`config.mk`:
```
export PLATFORM = sky130hd
export DESIGN_NAME = thermal_capped_backlight_control_top
export DESIGN_NICKNAME = d
export VERILOG_FILES = /design/src/rtl/tcbc_pkg.sv /design/src/rtl/tcbc_cfg.sv /design/src/rtl/tcbc_ctrl.sv /design/src/rtl/tcbc_dp.sv /design/src/rtl/thermal_capped_backlight_control_top.sv
export SDC_FILE = /design/constraint.sdc
export NUM_CORES = 1
export LEC_CHECK = 0
export ABC_AREA = 1
export BUFFER_PORTS_ARGS = -buffer_cell sky130_fd_sc_hd__buf_2
export CORE_UTILIZATION = 55
export CTS_CLUSTER_DIAMETER = 120
export DETAILED_ROUTE_END_ITERATION = 12
export GPL_TIMING_DRIVEN = 0
export MAX_ROUTING_LAYER = met4
export PLACE_DENSITY = 0.82
export SLEW_MARGIN = 20
export SYNTH_ARGS = -nofsm -noshare
export SYNTH_HDL_FRONTEND = slang
export SYNTH_SLANG_ARGS = --single-unit
export TNS_END_PERCENT = 5
```
`constraint.sdc`:
```
create_clock -name clk -period 4.9 [get_ports clk]
set_clock_uncertainty 0.05 [all_clocks]
set_input_delay 0.735 -clock clk [delete_from_list [all_inputs] [get_ports clk]]
set_output_delay 0.735 -clock clk [all_outputs]
set_load 0.01 [all_outputs]
```
`src/rtl/tcbc_pkg.sv`:
```
// Shared types and constants for the thermal-capped backlight controller.
// Used by tcbc_cfg, tcbc_ctrl, tcbc_dp and the top level. No dependencies.
`default_nettype none

package tcbc_pkg;

  // Field widths
  localparam int MODE_W = 2;
  localparam int VAL_W  = 8;
  localparam int STEP_W = 4;
  localparam int PROD_W = 2 * VAL_W;
  localparam int IN_DATA_W  = 16;
  localparam int OUT_DATA_W = 24;

  // Cap table depth default and reset values
  localparam int STEP_COUNT_DEF = 12;
  localparam logic [VAL_W-1:0]  CAP_RESET  = 8'd175;
  localparam logic [VAL_W-1:0]  FULL_RESET = 8'd255;
  localparam logic [VAL_W-1:0]  LEVEL_MAX  = 8'd255;
  localparam logic [STEP_W-1:0] TOP_RESET  = 4'd12;

  // Serial divider: one quotient bit per cycle
  localparam int DIV_STEPS = PROD_W;
  localparam int DIV_CNT_W = $clog2(DIV_STEPS);

  // APB register map (word index)
  localparam int CFG_ADDR_W = 4;
  typedef enum logic [1:0] {
    REG_PWM_SELECT  = 2'd0,
    REG_LIMIT_LEVEL = 2'd1,
    REG_FULL_SCALE  = 2'd2,
    REG_TOP_STEP    = 2'd3
  } reg_idx_t;

  // Request kinds carried on in_tuser
  typedef enum logic [MODE_W-1:0] {
    MODE_USER  = 2'd0,
    MODE_STEP  = 2'd1,
    MODE_CAP   = 2'd2,
    MODE_QUERY = 2'd3
  } mode_t;

  typedef struct packed {
    logic              pwm_select;
    logic [VAL_W-1:0]  limit_level;
    logic [VAL_W-1:0]  full_scale;
    logic [STEP_W-1:0] top_step;
  } cfg_t;

  // Controller states, one-hot
  typedef enum logic [4:0] {
    ST_IDLE = 5'b00001,
    ST_EXEC = 5'b00010,
    ST_MUL  = 5'b00100,
    ST_DIV  = 5'b01000,
    ST_DONE = 5'b10000
  } state_t;

  // Controller -> datapath commands
  typedef struct packed {
    logic load_item;
    logic exec;
    logic mul;
    logic div_step;
    logic out_load;
  } cmd_t;

  // Datapath -> controller status
  typedef struct packed {
    logic need_div;
    logic div_last;
  } stat_t;

endpackage

`default_nettype wire

```
`src/rtl/tcbc_cfg.sv`:
```
// APB-style configuration registers for the backlight controller.
// Depends on tcbc_pkg (cfg_t, register indexes, reset values).
`default_nettype none

module tcbc_cfg
  import tcbc_pkg::*;
(
  input  wire logic                  clk,
  input  wire logic                  rst_n,
  input  wire logic                  psel,
  input  wire logic                  penable,
  input  wire logic                  pwrite,
  input  wire logic [CFG_ADDR_W-1:0] paddr,
  input  wire logic [31:0]           pwdata,
  output logic      [31:0]           prdata,
  output logic                       pready,
  output cfg_t                       cfg
);

  cfg_t     cfg_r;
  reg_idx_t widx;
  logic     wr_en;

  assign pready = 1'b1;
  assign wr_en  = psel && penable && pwrite;
  assign widx   = reg_idx_t'(paddr[3:2]);
  assign cfg    = cfg_r;

  // Register writes
  always_ff @(posedge clk) begin
    if (!rst_n) begin
      cfg_r.pwm_select  <= 1'b0;
      cfg_r.limit_level <= '0;
      cfg_r.full_scale  <= FULL_RESET;
      cfg_r.top_step    <= TOP_RESET;
    end else if (wr_en) begin
      unique case (widx)
        REG_PWM_SELECT:  cfg_r.pwm_select  <= pwdata[0];
        REG_LIMIT_LEVEL: cfg_r.limit_level <= pwdata[VAL_W-1:0];
        REG_FULL_SCALE:  cfg_r.full_scale  <= pwdata[VAL_W-1:0];
        REG_TOP_STEP:    cfg_r.top_step    <= pwdata[STEP_W-1:0];
        default: ;
      endcase
    end
  end

  // Read back
  always_comb begin
    prdata = '0;
    unique case (widx)
      REG_PWM_SELECT:  prdata = {31'd0, cfg_r.pwm_select};
      REG_LIMIT_LEVEL: prdata = {24'd0, cfg_r.limit_level};
      REG_FULL_SCALE:  prdata = {24'd0, cfg_r.full_scale};
      REG_TOP_STEP:    prdata = {28'd0, cfg_r.top_step};
      default:         prdata = '0;
    endcase
  end

endmodule

`default_nettype wire

```
`src/rtl/tcbc_ctrl.sv`:
```
// Sequencing FSM for the backlight controller: handshakes and command strobes.
// Depends on tcbc_pkg (state_t, cmd_t, stat_t).
`default_nettype none

module tcbc_ctrl
  import tcbc_pkg::*;
(
  input  wire logic  clk,
  input  wire logic  rst_n,
  input  wire logic  in_tvalid,
  output logic       in_tready,
  output logic       out_tvalid,
  input  wire logic  out_tready,
  input  wire stat_t stat,
  output cmd_t       cmd
);

  state_t state_r, state_nxt;
  logic   out_valid_r, out_valid_nxt;

  assign in_tready  = (state_r == ST_IDLE);
  assign out_tvalid = out_valid_r;

  // Command strobes
  always_comb begin
    cmd.load_item = (state_r == ST_IDLE) && in_tvalid;
    cmd.exec      = (state_r == ST_EXEC);
    cmd.mul       = (state_r == ST_MUL);
    cmd.div_step  = (state_r == ST_DIV);
    cmd.out_load  = (state_r == ST_DONE) && (!out_valid_r || out_tready);
  end

  // Next state
  always_comb begin
    state_nxt = state_r;
    unique case (state_r)
      ST_IDLE: if (in_tvalid)     state_nxt = ST_EXEC;
      ST_EXEC: state_nxt = stat.need_div ? ST_MUL : ST_DONE;
      ST_MUL:  state_nxt = ST_DIV;
      ST_DIV:  if (stat.div_last) state_nxt = ST_DONE;
      ST_DONE: if (cmd.out_load)  state_nxt = ST_IDLE;
      default: state_nxt = ST_IDLE;
    endcase
  end

  // Output register occupancy
  always_comb begin
    out_valid_nxt = out_valid_r;
    if (cmd.out_load)     out_valid_nxt = 1'b1;
    else if (out_tready)  out_valid_nxt = 1'b0;
  end

  always_ff @(posedge clk) begin
    if (!rst_n) begin
      state_r     <= ST_IDLE;
      out_valid_r <= 1'b0;
    end else begin
      state_r     <= state_nxt;
      out_valid_r <= out_valid_nxt;
    end
  end

endmodule

`default_nettype wire

```
`src/rtl/tcbc_dp.sv`:
```
// Datapath: brightness state, cap table, 8x8 scaling multiply, serial divider
// and the result register. Depends on tcbc_pkg; driven by tcbc_ctrl commands.
`default_nettype none

module tcbc_dp
  import tcbc_pkg::*;
#(
  parameter int STEP_COUNT = STEP_COUNT_DEF
) (
  input  wire logic                  clk,
  input  wire logic                  rst_n,
  input  wire cfg_t                  cfg,
  input  wire logic [MODE_W-1:0]     in_mode,
  input  wire logic [VAL_W-1:0]      in_value,
  input  wire logic [STEP_W-1:0]     in_index,
  input  wire cmd_t                  cmd,
  output stat_t                      stat,
  output logic      [OUT_DATA_W-1:0] out_data
);

  localparam int AW = (STEP_COUNT > 1) ? $clog2(STEP_COUNT) : 1;
  localparam logic [STEP_W-1:0] SC = STEP_W'(STEP_COUNT);

  // Latched request
  mode_t             mode_r;
  logic [VAL_W-1:0]  value_r;
  logic [STEP_W-1:0] index_r;

  // Controller state
  logic [VAL_W-1:0]  applied_r, applied_nxt;
  logic [VAL_W-1:0]  shown_r, shown_nxt;
  logic [VAL_W-1:0]  ureq_r, ureq_nxt;
  logic [STEP_W-1:0] step_r, step_nxt;
  logic [VAL_W-1:0]  cap_r [STEP_COUNT];

  // Per-request results
  logic              res_valid_r, res_up_r, res_down_r, status_r;
  logic [VAL_W-1:0]  res_drive_r, res_drive_nxt;
  logic [VAL_W-1:0]  lvl_r;
  logic [OUT_DATA_W-1:0] out_data_r;

  // Divider
  logic [VAL_W-1:0]     rem_r, den_r;
  logic [PROD_W-1:0]    quo_r;
  logic [DIV_CNT_W-1:0] cnt_r;

  // Execute-cycle decode
  logic [STEP_W-1:0] top_c, s_clamp, sel_step, sel_m1;
  logic [VAL_W-1:0]  cap_rd, ureq_eff, lvl;
  logic              do_apply, fire, scale_en, cap_wr, status_nxt;

  always_comb begin
    top_c    = (cfg.top_step > SC) ? SC : cfg.top_step;
    s_clamp  = (index_r > top_c) ? top_c : index_r;
    sel_step = (mode_r == MODE_USER) ? step_r : s_clamp;
    sel_m1   = sel_step - 1'b1;
    cap_rd   = CAP_RESET;
    if (sel_step != '0 && sel_step <= SC) cap_rd = cap_r[sel_m1[AW-1:0]];
    ureq_eff = (step_r == '0) ? applied_r : ureq_r;
  end

  always_comb begin
    applied_nxt = applied_r;
    shown_nxt   = shown_r;
    ureq_nxt    = ureq_r;
    step_nxt    = step_r;
    do_apply    = 1'b0;
    lvl         = value_r;
    cap_wr      = 1'b0;
    status_nxt  = 1'b0;
    case (mode_r)
      MODE_USER: begin
        ureq_nxt = value_r;
        if (step_r != '0 && step_r <= SC && value_r > cap_rd) begin
          shown_nxt = cap_rd;
        end else begin
          do_apply = 1'b1;
          lvl      = value_r;
        end
      end
      MODE_STEP: begin
        ureq_nxt = ureq_eff;
        if (step_r != index_r) begin
          step_nxt = s_clamp;
          if (s_clamp == '0) begin
            do_apply = 1'b1;
            lvl      = ureq_eff;
          end else if (cap_rd <= ureq_eff) begin
            do_apply = 1'b1;
            lvl      = cap_rd;
          end
        end
      end
      MODE_CAP: begin
        if (index_r >= SC) status_nxt = 1'b1;
        else               cap_wr     = 1'b1;
      end
      default: ;
    endcase
    // Applying an unchanged level does nothing
    fire     = do_apply && (applied_r != lvl);
    scale_en = fire && !cfg.pwm_select && (cfg.limit_level != '0);
    if (fire) begin
      applied_nxt = lvl;
      shown_nxt   = lvl;
    end
  end

  assign stat.need_div = scale_en;
  assign stat.div_last = (cnt_r == DIV_CNT_W'(DIV_STEPS - 1));

  // Restoring division step: one quotient bit per cycle
  logic [VAL_W:0]    shifted, diff;
  logic              ge;
  logic [PROD_W-1:0] quo_nxt;

  always_comb begin
    shifted = {rem_r, quo_r[PROD_W-1]};
    diff    = shifted - {1'b0, den_r};
    ge      = (shifted >= {1'b0, den_r});
    quo_nxt = {quo_r[PROD_W-2:0], ge};
    // Saturate quotients above the level range
    res_drive_nxt = (|quo_nxt[PROD_W-1:VAL_W]) ? LEVEL_MAX : quo_nxt[VAL_W-1:0];
  end

  // Request capture
  always_ff @(posedge clk) begin
    if (cmd.load_item) begin
      mode_r  <= mode_t'(in_mode);
      value_r <= in_value;
      index_r <= in_index;
    end
  end

  // Brightness state and cap table
  always_ff @(posedge clk) begin
    if (!rst_n) begin
      applied_r <= '0;
      shown_r   <= '0;
      ureq_r    <= '0;
      step_r    <= '0;
      for (int i = 0; i < STEP_COUNT; i++) cap_r[i] <= CAP_RESET;
    end else if (cmd.exec) begin
      applied_r <= applied_nxt;
      shown_r   <= shown_nxt;
      ureq_r    <= ureq_nxt;
      step_r    <= step_nxt;
      if (cap_wr) cap_r[index_r[AW-1:0]] <= value_r;
    end
  end

  // Result flags, scaling and divider
  always_ff @(posedge clk) begin
    if (cmd.exec) begin
      res_valid_r <= fire;
      res_up_r    <= fire && (applied_r == '0);
      res_down_r  <= fire && (lvl == '0);
      res_drive_r <= (fire && !scale_en) ? lvl : '0;
      status_r    <= status_nxt;
      lvl_r       <= lvl;
    end
    if (cmd.mul) begin
      rem_r <= '0;
      quo_r <= lvl_r * cfg.limit_level;
      den_r <= (cfg.full_scale != '0) ? cfg.full_scale : VAL_W'(1);
      cnt_r <= '0;
    end
    if (cmd.div_step) begin
      rem_r <= ge ? diff[VAL_W-1:0] : shifted[VAL_W-1:0];
      quo_r <= quo_nxt;
      cnt_r <= cnt_r + 1'b1;
      if (stat.div_last) res_drive_r <= res_drive_nxt;
    end
  end

  // Output register
  always_ff @(posedge clk) begin
    if (cmd.out_load) begin
      out_data_r <= {status_r, step_r, shown_r, res_down_r, res_up_r,
                     res_drive_r, res_valid_r};
    end
  end

  assign out_data = out_data_r;

endmodule

`default_nettype wire

```
`src/rtl/thermal_capped_backlight_control_top.sv`:
```
// Top level of the thermal-capped backlight controller.
// Depends on tcbc_pkg, tcbc_cfg, tcbc_ctrl and tcbc_dp.
//
//  Channel | Ports                          | Payload
//  --------+--------------------------------+------------------------------------
//  in      | in_tvalid/in_tready/tdata/tuser| tuser: mode; tdata: value, index
//  out     | out_tvalid/out_tready/out_tdata| drive flags/value, brightness, step
//  cfg     | psel/penable/pwrite/paddr/...  | pwm_select, limit, full_scale, top
//
// One request at a time: an accepted request passes the execute and done
// states, and when the drive level is scaled also the 8x8 multiply state and
// a serial divider producing one quotient bit per cycle.
// Reset is synchronous; it restores the cap table to 175.
// A held result in the output register does not block acceptance of the
// next request; only a second finished result waits for out_tready.
`default_nettype none

module thermal_capped_backlight_control_top
  import tcbc_pkg::*;
#(
  parameter int STEP_COUNT = STEP_COUNT_DEF
) (
  input  wire logic                  clk,
  input  wire logic                  rst_n,
  // Request stream
  input  wire logic                  in_tvalid,
  output logic                       in_tready,
  input  wire logic [IN_DATA_W-1:0]  in_tdata,   // value[7:0], index[11:8], zero pad
  input  wire logic [MODE_W-1:0]     in_tuser,   // mode[1:0]
  // Result stream
  output logic                       out_tvalid,
  input  wire logic                  out_tready,
  output logic      [OUT_DATA_W-1:0] out_tdata,  // drive_valid[0], drive_value[8:1],
                                                 // power_up[9], power_down[10],
                                                 // reported_brightness[18:11],
                                                 // active_step[22:19], status[23]
  // Configuration
  input  wire logic                  psel,
  input  wire logic                  penable,
  input  wire logic                  pwrite,
  input  wire logic [CFG_ADDR_W-1:0] paddr,
  input  wire logic [31:0]           pwdata,
  output logic      [31:0]           prdata,
  output logic                       pready
);

  cfg_t  cfg;
  cmd_t  cmd;
  stat_t stat;

  tcbc_cfg u_cfg (
    .clk     (clk),
    .rst_n   (rst_n),
    .psel    (psel),
    .penable (penable),
    .pwrite  (pwrite),
    .paddr   (paddr),
    .pwdata  (pwdata),
    .prdata  (prdata),
    .pready  (pready),
    .cfg     (cfg)
  );

  tcbc_ctrl u_ctrl (
    .clk        (clk),
    .rst_n      (rst_n),
    .in_tvalid  (in_tvalid),
    .in_tready  (in_tready),
    .out_tvalid (out_tvalid),
    .out_tready (out_tready),
    .stat       (stat),
    .cmd        (cmd)
  );

  tcbc_dp #(
    .STEP_COUNT (STEP_COUNT)
  ) u_dp (
    .clk      (clk),
    .rst_n    (rst_n),
    .cfg      (cfg),
    .in_mode  (in_tuser),
    .in_value (in_tdata[VAL_W-1:0]),
    .in_index (in_tdata[VAL_W+STEP_W-1:VAL_W]),
    .cmd      (cmd),
    .stat     (stat),
    .out_data (out_tdata)
  );

  // One request in flight: no accept right after an accept
  a_single_flight: assert property (@(posedge clk) disable iff (!rst_n)
    in_tvalid && in_tready |=> !in_tready)
    else $error("request accepted while another is in flight");

  // Power-up and power-down never flagged together
  a_power_excl: assert property (@(posedge clk) disable iff (!rst_n)
    out_tvalid |-> !(out_tdata[9] && out_tdata[10]))
    else $error("power_up and power_down both set");

  // No drive value or power flags without a drive update
  a_drive_zero: assert property (@(posedge clk) disable iff (!rst_n)
    out_tvalid && !out_tdata[0] |-> (out_tdata[10:1] == '0))
    else $error("drive fields set without drive_valid");

  // Reported step never beyond the table depth
  a_step_range: assert property (@(posedge clk) disable iff (!rst_n)
    out_tvalid |-> (out_tdata[22:19] <= STEP_W'(STEP_COUNT)))
    else $error("active_step beyond table depth");

endmodule

`default_nettype wire

```
==> flow_summary.json <==
{
  "period_needed_ps": 5340,
  "synthTopCellsByArea": "edfxtp_1 41%, nand2_1 12%, dfxtp_1 8.0%",
  "switching_power_mw": 2.12,
  "start_util_pct": 56.5,
  "final_common_cell": "nand2_1",
  "drv_cap": 0,
  "ant_nets": 0,
  "cts_made_buffers": 30,
  "reg2reg_to": "u_dp.shown_r[6]$_SDFFE_PN0P_",
  "htreeDepth": 1,
  "portBuffers": 63,
  "worstSetupStartpointType": "register",
  "grt_start_max_net_pins": 30,
  "route.detailed.drc": 0,
  "hold_class": "in -> reg",
  "whs_endpoint": "u_dp.value_r[4]$_DFFE_PP_",
  "synth_cells": 1827,
  "first_iter_violations": 1648,
  "min-delay-start": "in_tdata[4]",
  "fmax_ghz": 0.187,
  "syn_area_um2": 15800,
  "rsz0062_at_grt": "true",
  "avgRoutedWirePerCell_um": 17.8,
  "max_slew_margin_pct": 45.1,
  "violations": "setup timing",
  "critPathSlowestCell": "edfxtp_1",
  "p_total_mw": 6.94,
  "status": "complete, but fails checks",
  "worstReg2RegStart": "u_dp.index_r[3]$_DFFE_PP_",
  "ctsRootBufferMaster": "clkbuf_16",
  "cpPeakStageDelay_ps": 430,
  "chipWidth_um": 172,
  "hold_violations": 0,
  "critPathRequiredTime_ps": 5310,
  "cp_max_fo": 7,
  "crit_path_end_kind": "register",
  "dp_hpwl_um": 29700,
  "clock_power_share_pct": 36.0,
  "clock_path_buffers": 3,
  "antenna_found_initial": 0,
  "core_area_um2": 28000,
  "power_density_nw_per_um2": 356,
  "fin_crit_sh_pct": 109,
  "clock_sinks": 277,
  "peakVddDrop_mv": 0.280,
  "syn_area_per_cell_um2": 8.66,
  "place_inst": 2325,
  "seq_area_frac_synth_pct": 48.6,
  "antenna_cells": 0,
  "row_count": 61,
  "gr-total-overflow": 0,
  "rrSetupSlack_ps": -440,
  "via_count": 13600,
  "synth_top_cell_by_area": "edfxtp_1",
  "layout-drive-gt1-share_pct": 20.1,
  "grt_pass1_vias": 13000,
  "clk_pin_slew_ps": 60,
  "firstDrtPassIters": 8,
  "grt_usage_pct": 30.3,
  "r2r_cells": 39,
  "setup_violations": 31,
  "p_int_mw": 4.82,
  "ys_seq_elements": 277,
  "ios": 120,
  "place_area_um2": 16900,
  "worst-path-buf-inv": 8,
  "syn_to_final_growth_pct": 23.1,
  "switching_share_pct": 30.5,
  "design_area_um2": 19500,
  "pwr-share-seq_pct": 38.2,
  "die-area_um2": 29500,
  "yosysTopAreaCellShare_pct": 40.6,
  "tightest_slew_ps": 823,
  "maxSlewViolCount": 0,
  "via_per_inst": 5.57,
  "cts_tree": "yes",
  "cp_top_family": "simple AND/OR/NAND/NOR gates",
  "insertion_delay_ps": 560,
  "nets": 2203,
  "fin_ws_ps": -444,
  "layout.cells.non_filler": 2442,
  "routed_wl_um": 43500,
  "path_class": "reg -> reg",
  "cts_hold_buf": 0,
  "fillers": 2010,
  "ys.warnings.count": 0,
  "min_path_cells": 1,
  "pwr-share-comb_pct": 25.9,
  "cp.arrival_ps": 5750,
  "synth_cell_types": 54,
  "leakagePower_nw": 8.82,
  "die_height_um": 172,
  "gp_congestion": 1.00,
  "layout_common_cells": "473 x nand2_1, 268 x inv_1, 214 x edfxtp_1",
  "grt_pass1_wl_um": 66600
}
[timing repair]
item                                    in CTS  in global routing
gates cloned                                10                  0
setup buffers                               32                 20
endpoints found under the setup margin      39                 32
pin swaps                                   54                 54
gates resized for setup                    148                 54
[cell type report]
cell class	count	area [µm²]	area share (%)
sequential	277	7690	39.5
multi-input combinational	1216	7530	38.7
inverter	289	1120	5.75
timing repair buffer	124	841	4.32
clock buffer	35	812	4.17
buffer	100	721	3.70
tap	378	473	2.43
clock inverter	21	279	1.43
timing repair inverter	2	13.8	0.0706
[kinds of logic (layout without fill, tap and decap cells)]
| kind of cell | count (synthesis) | after routing | synth area share [%] |
|---|---|---|---|
| flip-flops | 277 | 277 | 48.6 |
| adder cells (fa/ha/maj) | 102 | 102 | 9.82 |
| XOR/XNOR | 18 | 18 | 0.996 |
| AO/OA/AOI/OAI | 169 | 169 | 6.18 |
| other | 2 | 57 | 0.0474 |
| AND/OR/NAND/NOR | 869 | 870 | 23.9 |
| buffers and inverters | 390 | 571 | 10.5 |
[power by group through the flow]
stage	clock network, mW	logic, mW	registers, mW
finish	2.50	1.79	2.65
detailed placement	0	1.16	2.70
global placement	0	1.12	2.69
global route	2.59	1.90	2.65
CTS	2.49	1.58	2.64
floorplan	0	0.827	2.67
[stage by stage]
step | worst slack, ps | utilization (%) | setup TNS [ps] | hold slack, ps
CTS | -328 | 68.2 | -7450 | 292
floorplan | 22.7 | - | 0 | 349
global route | -649 | 69.6 | -17300 | 295
finish | -444 | 69.6 | -10630 | 302
global placement | -1050 | 60.2 | -28220 | 357
detailed placement | -1230 | 60.4 | -35420 | 358
[layer usage]
metal | GRT usage, % | vias to the layer above | part of all wire, %
met4 | 12.5 | 0 | 3.5
li1 | - | 6266 | -
met3 | 3.89 | 148 | 11
met1 | 40.2 | 6348 | 39
met2 | 47.3 | 838 | 46
met5 | - | - | 0
[sequential cells by signal, summed over array words and instances, names as in the netlist, 5 cells and up]
register          count
u_dp.cap_r          128
u_dp.out_data        24
u_cfg.cfg            21
u_dp.quo_r           16
u_dp.applied_r        8
u_dp.den_r            8
u_dp.lvl_r            8
u_dp.rem_r            8
u_dp.res_drive_r      8
u_dp.shown_r          8
u_dp.ureq_r           8
u_dp.value_r          8
u_ctrl.state_r        5
[cell usage after synthesis (all sizes together)]
| master | n |
|---|---|
| nand2 | 514 |
| inv | 288 |
| edfxtp | 214 |
| nand3 | 159 |
| nor2 | 148 |
| ha | 65 |
| o21ai | 65 |
| a21oi | 64 |
| dfxtp | 63 |
| clkbuf | 56 |
| buf | 45 |
| fa | 37 |
| nand4 | 16 |
| xor2 | 14 |
| nor3 | 12 |
| nand3b | 10 |
| a221oi | 9 |
| o211ai | 9 |
| nor4 | 7 |
| o221ai | 4 |
| xnor2 | 4 |
| a31oi | 3 |
| o21bai | 3 |
| o31ai | 3 |
| a211oi | 2 |
| conb | 2 |
| o21a | 2 |
| o22ai | 2 |
| a31o | 1 |
| and2 | 1 |
| clkinv | 1 |
| nor3b | 1 |
| o2111ai | 1 |
| o41ai | 1 |
| or4 | 1 |
[worst max-delay path by stage]
stage	startpoint	end	slack (ps)	cells after the start
after floorplan	u_dp.index_r[3]$_DFFE_PP_	u_dp.shown_r[7]$_SDFFE_PN0P_	20	42
after global placement	u_dp.index_r[3]$_DFFE_PP_	u_dp.shown_r[7]$_SDFFE_PN0P_	-1050	43
final	u_dp.index_r[3]$_DFFE_PP_	u_dp.shown_r[6]$_SDFFE_PN0P_	-440	39
after CTS	u_dp.index_r[3]$_DFFE_PP_	u_dp.shown_r[6]$_SDFFE_PN0P_	-330	41
after global routing	u_dp.index_r[3]$_DFFE_PP_	u_dp.shown_r[6]$_SDFFE_PN0P_	-650	39
after detailed placement	u_dp.index_r[3]$_DFFE_PP_	u_dp.shown_r[6]$_SDFFE_PN0P_	-1230	40
Note: power is estimated with default switching activity, not from simulation.
